$ cat config.mk
export PLATFORM = sky130hd
export DESIGN_NAME = lru_page_replacement_unit
export DESIGN_NICKNAME = d
export VERILOG_FILES = /design/src/hw/rtl/lrupr_pkg.sv /design/src/hw/rtl/lrupr_frame_mem.sv /design/src/hw/rtl/lrupr_ctrl.sv /design/src/hw/rtl/lru_page_replacement_unit.sv
export SDC_FILE = /design/constraint.sdc
export NUM_CORES = 1
export LEC_CHECK = 0
export BUFFER_PORTS_ARGS = -buffer_cell sky130_fd_sc_hd__buf_2
export CORE_ASPECT_RATIO = 0.6
export CORE_MARGIN = 2
export CORE_UTILIZATION = 60
export DETAILED_ROUTE_END_ITERATION = 8
export PLACE_DENSITY = 0.78
export SKIP_LAST_GASP = 1
export SLEW_MARGIN = 20
export SYNTH_ARGS = -nofsm -noshare
export SYNTH_HDL_FRONTEND = slang
export SYNTH_HIERARCHICAL = 1
export SYNTH_SLANG_ARGS = --single-unit
$ cat constraint.sdc
create_clock -name clk -period 11.3 [get_ports clk]
set_clock_uncertainty 0.2 [all_clocks]
set_input_delay 0.565 -clock clk [delete_from_list [all_inputs] [get_ports clk]]
set_output_delay 0.565 -clock clk [all_outputs]
set_load 0.02 [all_outputs]
$ cat src/hw/rtl/lrupr_pkg.sv
package lrupr_pkg;

	localparam int CFG_W   = 5;
	localparam int FAULT_W = 32;

	localparam logic [CFG_W-1:0]   FRAME_COUNT_RST = 5'd4;
	localparam logic [FAULT_W-1:0] FAULT_MAX       = '1;

	// status bits of one finished reference
	typedef struct packed {
		logic hit;
		logic evicted_valid;
	} lrupr_flags_t;

endpackage

$ cat src/hw/rtl/lrupr_frame_mem.sv
module lrupr_frame_mem #(
	parameter int DEPTH = 16,
	parameter int AW    = 4,
	parameter int DW    = 16
) (
	input  logic          clk,
	input  logic          we,
	input  logic [AW-1:0] waddr,
	input  logic [DW-1:0] wdata,
	input  logic [AW-1:0] raddr,
	output logic [DW-1:0] rdata
);

	logic [DW-1:0] mem_q [DEPTH];
	logic [DW-1:0] rdata_q;

	// one write port, one registered read port
	always_ff @(posedge clk) begin
		if (we) begin
			mem_q[waddr] <= wdata;
		end
		rdata_q <= mem_q[raddr];
	end

	assign rdata = rdata_q;

endmodule

$ cat src/hw/rtl/lrupr_ctrl.sv
module lrupr_ctrl #(
	parameter int FRAMES     = 16,
	parameter int PAGE_WIDTH = 16,
	localparam int AW        = (FRAMES > 1) ? $clog2(FRAMES) : 1
) (
	input  logic                          clk,
	input  logic                          arst_n,
	input  logic                          item_fire,
	input  logic [PAGE_WIDTH-1:0]         item_page,
	input  logic                          cfg_fire,
	input  logic [lrupr_pkg::CFG_W-1:0]   cfg_value,
	input  logic [lrupr_pkg::CFG_W-1:0]   frame_count_cur,
	input  logic                          res_free,
	output logic                          idle,
	output logic                          res_valid,
	output lrupr_pkg::lrupr_flags_t       res_flags,
	output logic [PAGE_WIDTH-1:0]         res_ev_page,
	output logic [lrupr_pkg::FAULT_W-1:0] res_faults,
	output logic                          mem_we,
	output logic [AW-1:0]                 mem_waddr,
	output logic [PAGE_WIDTH-1:0]         mem_wdata,
	output logic [AW-1:0]                 mem_raddr,
	input  logic [PAGE_WIDTH-1:0]         mem_rdata
);

	import lrupr_pkg::*;

	localparam int CW = $clog2(FRAMES + 1);

	localparam logic [2:0] ST_IDLE   = 3'd0;
	localparam logic [2:0] ST_SCAN   = 3'd1;
	localparam logic [2:0] ST_SHIFT  = 3'd2;
	localparam logic [2:0] ST_APPEND = 3'd3;
	localparam logic [2:0] ST_DONE   = 3'd4;

	// clamp the register to 1..FRAMES
	function automatic logic [CW-1:0] eff_cap(input logic [CFG_W-1:0] fc);
		int v;
		v = int'(fc);
		if (v < 1) v = 1;
		if (v > FRAMES) v = FRAMES;
		return CW'(v);
	endfunction

	logic [2:0]            state_q;
	logic [PAGE_WIDTH-1:0] page_q;
	logic [CW-1:0]         resident_q;
	logic [CW-1:0]         idx_q;     // read pointer: scan position or shift source
	logic [CW-1:0]         off_q;     // shift distance
	logic                  cfg_op_q;
	logic                  hit_q;
	logic                  ev_valid_q;
	logic [PAGE_WIDTH-1:0] ev_page_q;
	logic [FAULT_W-1:0]    fault_q;
	logic                  rd_pend_s1;
	logic [CW-1:0]         rd_idx_s1;

	logic [CW-1:0]      cap;
	logic [CW-1:0]      cfg_cap;
	logic               issue;
	logic               match;
	logic               scan_last;
	logic [CW-1:0]      shift_dst;
	logic [FAULT_W-1:0] fault_next;

	assign cap        = eff_cap(frame_count_cur);
	assign cfg_cap    = eff_cap(cfg_value);
	assign issue      = ((state_q == ST_SCAN) || (state_q == ST_SHIFT)) && (idx_q < resident_q);
	assign match      = rd_pend_s1 && (mem_rdata == page_q);
	assign scan_last  = rd_pend_s1 && (rd_idx_s1 == (resident_q - CW'(1)));
	assign shift_dst  = rd_idx_s1 - off_q;
	assign fault_next = (fault_q == FAULT_MAX) ? fault_q : (fault_q + FAULT_W'(1));

	// memory access: reads walk idx_q, each shift write follows its read in the next cycle, when the read data returns
	assign mem_raddr = idx_q[AW-1:0];
	assign mem_we    = ((state_q == ST_SHIFT) && rd_pend_s1) || (state_q == ST_APPEND);
	assign mem_waddr = (state_q == ST_APPEND) ? resident_q[AW-1:0] : shift_dst[AW-1:0];
	assign mem_wdata = (state_q == ST_APPEND) ? page_q : mem_rdata;

	always_ff @(posedge clk) begin
		rd_idx_s1 <= idx_q;
	end

	always_ff @(posedge clk or negedge arst_n) begin
		if (!arst_n) begin
			state_q    <= ST_IDLE;
			page_q     <= '0;
			resident_q <= '0;
			idx_q      <= '0;
			off_q      <= '0;
			cfg_op_q   <= 1'b0;
			hit_q      <= 1'b0;
			ev_valid_q <= 1'b0;
			ev_page_q  <= '0;
			fault_q    <= '0;
			rd_pend_s1 <= 1'b0;
		end else begin
			// a hit drops the read already in flight behind it
			rd_pend_s1 <= issue && !((state_q == ST_SCAN) && match);
			unique case (state_q)
				ST_IDLE: begin
					if (cfg_fire) begin
						cfg_op_q <= 1'b1;
						// drop the oldest pages beyond the new limit
						if (resident_q > cfg_cap) begin
							off_q   <= resident_q - cfg_cap;
							idx_q   <= resident_q - cfg_cap;
							state_q <= ST_SHIFT;
						end
					end else if (item_fire) begin
						cfg_op_q   <= 1'b0;
						page_q     <= item_page;
						hit_q      <= 1'b0;
						ev_valid_q <= 1'b0;
						idx_q      <= '0;
						if (resident_q == '0) begin
							fault_q <= fault_next;
							state_q <= ST_APPEND;
						end else begin
							state_q <= ST_SCAN;
						end
					end
				end
				ST_SCAN: begin
					if (rd_pend_s1 && (rd_idx_s1 == '0)) begin
						ev_page_q <= mem_rdata;
					end
					if (match) begin
						hit_q      <= 1'b1;
						off_q      <= CW'(1);
						idx_q      <= rd_idx_s1 + CW'(1);
						state_q    <= ST_SHIFT;
					end else if (scan_last) begin
						fault_q <= fault_next;
						if (resident_q >= cap) begin
							ev_valid_q <= 1'b1;
							off_q      <= CW'(1);
							idx_q      <= CW'(1);
							state_q    <= ST_SHIFT;
						end else begin
							state_q <= ST_APPEND;
						end
					end else if (issue) begin
						idx_q <= idx_q + CW'(1);
					end
				end
				ST_SHIFT: begin
					if (issue) begin
						idx_q <= idx_q + CW'(1);
					end
					if (!issue && !rd_pend_s1) begin
						resident_q <= resident_q - off_q;
						state_q    <= cfg_op_q ? ST_IDLE : ST_APPEND;
					end
				end
				ST_APPEND: begin
					resident_q <= resident_q + CW'(1);
					state_q    <= ST_DONE;
				end
				ST_DONE: begin
					if (res_free) begin
						state_q <= ST_IDLE;
					end
				end
				default: begin
					state_q <= ST_IDLE;
				end
			endcase
		end
	end

	assign idle                    = (state_q == ST_IDLE);
	assign res_valid               = (state_q == ST_DONE) && res_free;
	assign res_flags.hit           = hit_q;
	assign res_flags.evicted_valid = ev_valid_q;
	assign res_ev_page             = ev_valid_q ? ev_page_q : '0;
	assign res_faults              = fault_q;

endmodule

$ cat src/hw/rtl/lru_page_replacement_unit.sv
// LRU page frame manager, one page reference per transaction, one result each.
// One reference in work at a time: it scans the residents, shifts them on a hit or an
// eviction, and appends the page as most recent; the result shows in the same cycle
// that the next reference can be taken. A frame_count write trimming the residents
// shifts them too, and the block takes nothing else until that is done.
// Reset: residents and fault count clear, frame_count returns to 4, frame memory undefined.
module lru_page_replacement_unit #(
	parameter int FRAMES     = 16,
	parameter int PAGE_WIDTH = 16
) (
	input  logic                          clk,
	input  logic                          arst_n,
	// reference input
	input  logic                          in_valid,
	output logic                          in_ready,
	input  logic [PAGE_WIDTH-1:0]         page_number,
	// result output
	output logic                          out_valid,
	input  logic                          out_ready,
	output logic                          hit,
	output logic                          evicted_valid,
	output logic [PAGE_WIDTH-1:0]         evicted_page,
	output logic [lrupr_pkg::FAULT_W-1:0] fault_count,
	// configuration write
	input  logic                          cfg_valid,
	output logic                          cfg_ready,
	input  logic [lrupr_pkg::CFG_W-1:0]   frame_count
);

	import lrupr_pkg::*;

	localparam int AW = (FRAMES > 1) ? $clog2(FRAMES) : 1;

	logic [CFG_W-1:0]      frame_count_q;
	logic                  ctrl_idle;
	logic                  res_valid;
	logic                  res_free;
	lrupr_flags_t          res_flags;
	logic [PAGE_WIDTH-1:0] res_ev_page;
	logic [FAULT_W-1:0]    res_faults;

	logic                  mem_we;
	logic [AW-1:0]         mem_waddr;
	logic [PAGE_WIDTH-1:0] mem_wdata;
	logic [AW-1:0]         mem_raddr;
	logic [PAGE_WIDTH-1:0] mem_rdata;

	logic                  out_valid_q;
	logic                  hit_q;
	logic                  ev_valid_q;
	logic [PAGE_WIDTH-1:0] ev_page_q;
	logic [FAULT_W-1:0]    faults_q;

	logic in_fire;
	logic cfg_fire;

	// Both ports are served only between references; a pending config write
	// wins over a new reference.
	assign cfg_ready = ctrl_idle;
	assign in_ready  = ctrl_idle && !cfg_valid;
	assign cfg_fire  = cfg_valid && cfg_ready;
	assign in_fire   = in_valid && in_ready;

	always_ff @(posedge clk or negedge arst_n) begin
		if (!arst_n) begin
			frame_count_q <= FRAME_COUNT_RST;
		end else if (cfg_fire) begin
			frame_count_q <= frame_count;
		end
	end

	// Output register: a finished result lands here only when the slot is
	// empty or being drained in the same cycle.
	assign res_free = !out_valid_q || out_ready;

	always_ff @(posedge clk or negedge arst_n) begin
		if (!arst_n) begin
			out_valid_q <= 1'b0;
		end else if (res_valid) begin
			out_valid_q <= 1'b1;
		end else if (out_ready) begin
			out_valid_q <= 1'b0;
		end
	end

	always_ff @(posedge clk) begin
		if (res_valid) begin
			hit_q      <= res_flags.hit;
			ev_valid_q <= res_flags.evicted_valid;
			ev_page_q  <= res_ev_page;
			faults_q   <= res_faults;
		end
	end

	assign out_valid     = out_valid_q;
	assign hit           = hit_q;
	assign evicted_valid = ev_valid_q;
	assign evicted_page  = ev_page_q;
	assign fault_count   = faults_q;

	// Sequencer: scan for the page, close the gap it leaves (or the evicted
	// oldest slot), then append the page as most recent; a trimming frame_count write shifts out the oldest pages.
	lrupr_ctrl #(
		.FRAMES     (FRAMES),
		.PAGE_WIDTH (PAGE_WIDTH)
	) u_ctrl (
		.clk             (clk),
		.arst_n          (arst_n),
		.item_fire       (in_fire),
		.item_page       (page_number),
		.cfg_fire        (cfg_fire),
		.cfg_value       (frame_count),
		.frame_count_cur (frame_count_q),
		.res_free        (res_free),
		.idle            (ctrl_idle),
		.res_valid       (res_valid),
		.res_flags       (res_flags),
		.res_ev_page     (res_ev_page),
		.res_faults      (res_faults),
		.mem_we          (mem_we),
		.mem_waddr       (mem_waddr),
		.mem_wdata       (mem_wdata),
		.mem_raddr       (mem_raddr),
		.mem_rdata       (mem_rdata)
	);

	// Resident pages in recency order, oldest at address 0.
	lrupr_frame_mem #(
		.DEPTH (FRAMES),
		.AW    (AW),
		.DW    (PAGE_WIDTH)
	) u_frame_mem (
		.clk   (clk),
		.we    (mem_we),
		.waddr (mem_waddr),
		.wdata (mem_wdata),
		.raddr (mem_raddr),
		.rdata (mem_rdata)
	);

	// a hit never evicts
	assert property (@(posedge clk) disable iff (!arst_n)
		out_valid |-> !(hit && evicted_valid))
		else $error("hit reported together with an eviction");

	// no eviction means a zero page
	assert property (@(posedge clk) disable iff (!arst_n)
		out_valid && !evicted_valid |-> evicted_page == '0)
		else $error("evicted page nonzero without eviction");

	// fault count never goes down from one result to the next
	assert property (@(posedge clk) disable iff (!arst_n)
		out_valid && out_ready |=> !out_valid || (fault_count >= $past(fault_count)))
		else $error("fault count decreased");

endmodule

Word-level counts from Yosys, hierarchy flattened --
Memories as Yosys holds them, arrays and structs flattened. A register that Yosys moved wholly into a read port is not among the register bits. Cells that the tools add are included.
Operators by class: add/sub/neg operators 8, magnitude comparators 7, eq/ne operators 23, mux-type cells 51, bitwise logic cells 1, reductions and logical operators 38
Operators by type and width (count):
- $mux W32 | 6
- $mux W5 | 15
- $pmux W32 S2 | 1
- $add A32 B1 Y32 const B | 1
- $eq A32 B32 Y1 const B | 1
- $mux W3 | 7
- $pmux W5 S2 | 2
- $eq A16 B16 Y1 | 1
- $mux W16 | 1
- $add A5 B1 Y5 const B | 3
- $pmux W3 S5 | 1
- $pmux W5 S3 | 1
- $ne A2 B1 Y1 const B | 7
- $logic_and A1 B1 Y1 | 12
- $mux W1 | 12
- $reduce_and A6 Y1 | 2
- $gt A5 B5 Y1 const B | 2
- $logic_not A5 Y1 | 2
- $lt A5 B1 Y1 const B | 2
- $reduce_and A5 Y1 | 2
- $sub A5 B5 Y5 | 2
- $ne A2 B2 Y1 const B | 4
- $reduce_and A4 Y1 | 2
- $reduce_bool A2 Y1 | 4
- other kinds (22) | 35
Word-level totals: register bits 147, bits in writable memories 256, output and inout port bits 53, memories 1
Memory list:
- u_frame_mem.mem_q | depth 16, bits a word 16, rd ports 1, clocked after Yosys merged registers in 1, write ports 1, RTL line lrupr_frame_mem.sv:14 | logic [DW-1:0] mem_q [DEPTH];

Longest topological paths before layout --
depth in word-level cells 9, gate-level depth with buffers 14, depth with buffers taken out 13

Hierarchy --
Netlist, hierarchy kept.
Modules (own cells, without submodules):
- lrupr_frame_mem | times used 1, cells an instance 432, area an instance 10043.4 µm², sequential area each 8007.7 µm²
- lrupr_ctrl | times used 1, cells an instance 611, area an instance 5795.6 µm², sequential area each 2252.2 µm²
- lru_page_replacement_unit | times used 1, cells an instance 67, area an instance 1744.2 µm², sequential area each 1652.8 µm²

Worst setup path before layout --
Ideal clock, no wire load.
path type register to register, from register u_ctrl.state_q[0], to memory u_frame_mem.mem_q[0][0] (enable), setup time 409 ps, data arrival time 3012 ps, path slack 7679 ps, stages on the path, launching flop included 8, path buffers 2, clock period less this slack 3621 ps, path through dfrtp_1 clkbuf_8 and2_1 nor2b_1 clkbuf_1 a21oi_1 or3b_2 nor3_1
Between the ends: elaborated cells on any way between the ends 7, classes of those cells 2 x eq/ne; 3 x mux; 2 x reduce/logical
RTL lines:
- start: declaration | RTL line lrupr_ctrl.sv:45 | logic [2:0] state_q;
- start signal: assignment | RTL line lrupr_ctrl.sv:153 | state_q <= cfg_op_q ? ST_IDLE : ST_APPEND;
- $eq A3 B2 Y1 | RTL line lrupr_ctrl.sv:77 | assign mem_waddr = (state_q == ST_APPEND) ? resident_q[AW-1:0] : shift_dst[AW-1:0];
- $mux W4 | RTL line lrupr_ctrl.sv:77
- via mem_waddr[2] | RTL line lru_page_replacement_unit.sv:43 | logic [AW-1:0] mem_waddr;
- end: declaration | RTL line lrupr_frame_mem.sv:14
The timed path passes the listed nets, and every way through them passes these cells.

Final worst setup path --
from register u_ctrl.state_q[2], to memory u_frame_mem.mem_q[13][13] (enable)
Same word-level chain as after synthesis.

==> metrics.txt <==
status=finished, final reports clean; detailed-route vias per instance=6.271; r2r startpoint=u_ctrl/state_q[2]; Ys Warns=6; Routed Antenna Nets=0; post_cts resized=0; peak supply drop=157.7 uV; IO Pins=79; number of synthesized flops with an enable pin=306; WS Path Type=reg2reg; LEAKAGE=6.950 nW; startpoint types=register; sequential power share=44.5%; Post-CTS Setup Inserts=0; DP Area=18370 um2; crit path capture type=register; P per Cell Area=271.4 nW/um2; largest net degree at the start of global routing=72; Final Hold Fails=0; Initial Util=61.12%; Main synth FF type=edfxtp_1; Reg2Reg Depth=6; Clk pin slew, worst setup/hold paths=0.07 ns; GR Util All Layers=25.80%; num rows=48; min Tclk post-route=4.035 ns; routed via count=10120; Layout area overhead=11.39%; vias in the first global route=9716; worst relative slew slack=26.77%; Design Area, Final=19590 um2; Net count, final=1266; register bit total from synthesis=419; Syn Inst Count=1110; Clk network pwr share=23.7%; FMAX=247.8 MHz; port bufs=78; period utilization=35.71%; setup slack after layout=7.265 ns; Core Area=28770 um2; Sw Ratio=34.24%; RR Endpoint=u_frame_mem/mem_q[13][13]; worst skew pair latency=0.53 ns; Hold Path Depth=2; Max-Cap Viols=0; Die Area=30740 um2; Avg WL per Cell=24.09 um; clock sinks=419; final setup TNS=0 ns; detailed-route wire length=38880 um; worst path required time=11.33 ns; grt ovf=0; ys async rst share=21.96%; Syn Std Cell Area=17580 um2; First-pass DRT Iterations=6; share of cells above drive strength 1=23.02%; wire length of the first global-routing pass=58740 um; Die Span X=225 um; CTS tree=built; crit-path max FO=24; HP Start=page_number[4]; initial drt markers=1300; gpl congestion=0.9337; pre-CTS setup slack=7.373 ns; root buf cell=clkbuf_16; Avg Cell Area, Syn=15.84 um2; Final Slew Violations=0; worst-margin pin slew=1.095 ns; Distinct cells, synth=69; Mapped Nets=1167; Hold EP=u_ctrl/page_q[4]; Gate power share=31.8%; drt drc=0; sw power=1.820 mW; clk buf depth=3; hold_buf cts=1; Hold/Removal Path Class=in2reg; placed wire-length estimate=25660 um; Total Power=5.315 mW; # setup viols final=0; worst reg2reg setup slack=7.26 ns; Die H=136.6 um; Critical Path AT=4.06 ns; Seq/Total Area, Yosys=67.75%; initial antenna violation count=1; htree depth=2; Inserted Clock Buffers=38; Pint=3.495 mW; RSZ-0062 raised after global routing=no
==> metrics by stage <==
stage	cells	hold slack [ns]	utilization, %
after detailed placement	1543	0.2419	63.86
after CTS	1613	0.05857	68.06
final	1614	0.07114	68.08
after global placement	1543	0.2336	63.86
after floorplan	1110	0.06941	-
after global routing	1614	0.05561	68.08
==> how the worst max path moves through the flow <==
stage	start	end	slack, ns	cells after the start
final	u_ctrl/state_q[2]	u_frame_mem/mem_q[13][13]	7.26	6
after floorplan	u_ctrl/state_q[0]	u_frame_mem/mem_q[0][0]	7.68	7
after detailed placement	u_ctrl/state_q[2]	u_frame_mem/mem_q[13][14]	7.37	6
after CTS	u_ctrl/state_q[2]	u_frame_mem/mem_q[13][13]	7.35	6
after global routing	u_ctrl/state_q[2]	u_frame_mem/mem_q[13][13]	7.06	6
after global placement	u_ctrl/state_q[2]	u_frame_mem/mem_q[13][12]	7.56	6
==> synth_stat cells, types with 25 or more instances <==
cell	count	share of area (%)
a22oi_1	32	1.4
mux2_2	44	2.8
ha_1	28	2.0
xor2_1	40	2.0
nand2_1	107	2.3
nand3_1	25	0.71
edfxtp_1	306	52
nor2_1	44	0.94
dfrtp_1	91	13
xnor2_1	25	1.2
inv_1	30	0.64
mux4_2	54	6.9
==> sequential cells by signal, summed over array words and instances, names as in the netlist, 3 cells and up <==
signal / flops
fault_count: 32
frame_count_q: 5
evicted_page: 16
u_ctrl/ev_page_q: 16
u_ctrl/resident_q: 5
u_ctrl/off_q: 5
u_ctrl/rd_idx_s1: 5
u_ctrl/page_q: 16
u_ctrl/state_q: 3
u_frame_mem/mem_q: 256
u_ctrl/res_faults: 32
u_frame_mem/rdata: 16
u_ctrl/idx_q: 5
==> worst max-delay path: stages (launching register included) <==
cell	delay, ns
dfrtp_1	0.51
nor2b_1	0.28
nand2_1	0.62
a21oi_1	0.77
nand2b_1	0.24
nor2_1	0.76
buf_4	0.34
==> metal layers <==
layer  global-route usage, %  routed length [um]
met4                   5.776                 571
met2                   36.04               16820
met5                       0                   0
met3                   5.904                3638
met1                   41.42               17850
==> layout by cell type (no fill, tap or decap), drive strengths merged, types with 5 or more instances in the layout <==
cell,Yosys,layout
o22ai,6,6
nand2,109,109
ha,28,28
a21o,8,8
nor2b,6,6
clkinv,0,12
nand2b,8,8
and3,5,5
nand3,25,25
dfxtp,21,21
clkbuf,20,52
o21ai,16,16
edfxtp,306,306
nor3,24,24
xnor2,25,25
buf,26,104
a22oi,32,32
inv,30,31
dfrtp,91,91
nor2,46,46
mux2,44,44
xor2,40,40
nand4,18,18
and2,20,20
a21oi,18,18
mux4,64,64
a31oi,6,6
nor4,18,18
==> kinds of logic after synthesis <==
| group | synth area share (%) |
|---|---|
| DFF | 67.75 |
| AOI/OAI and AO/OA | 4.426 |
| muxes | 11.29 |
| buffers and inverters | 2.334 |
| and+or+nand+nor | 8.632 |
| xor gates and xnor gates | 3.238 |
| adders and majority gates | 2.334 |
==> power groups by stage <==
stage | Sequential [mW] | Clock (mW) | Combinational (mW)
2_1_floorplan | 2.31 | 0 | 1.21
3_3_place_gp | 2.38 | 0 | 1.61
3_5_place_dp | 2.39 | 0 | 1.67
4_1_cts | 2.36 | 1.28 | 1.68
5_1_grt | 2.39 | 1.34 | 1.85
6_report | 2.37 | 1.26 | 1.69
==> cell type report <==
class | instances | area [um2]
clock inverters | 17 | 163.9
inverters | 30 | 112.6
fillers | 1908 | 9181
clock buffers | 52 | 1035
repair buffers | 105 | 598.1
diodes | 1 | 2.502
multi-input cells | 615 | 5288
flip-flops and latches | 419 | 11920
well taps | 375 | 469.2
Power figures use the tool's default switching activity.
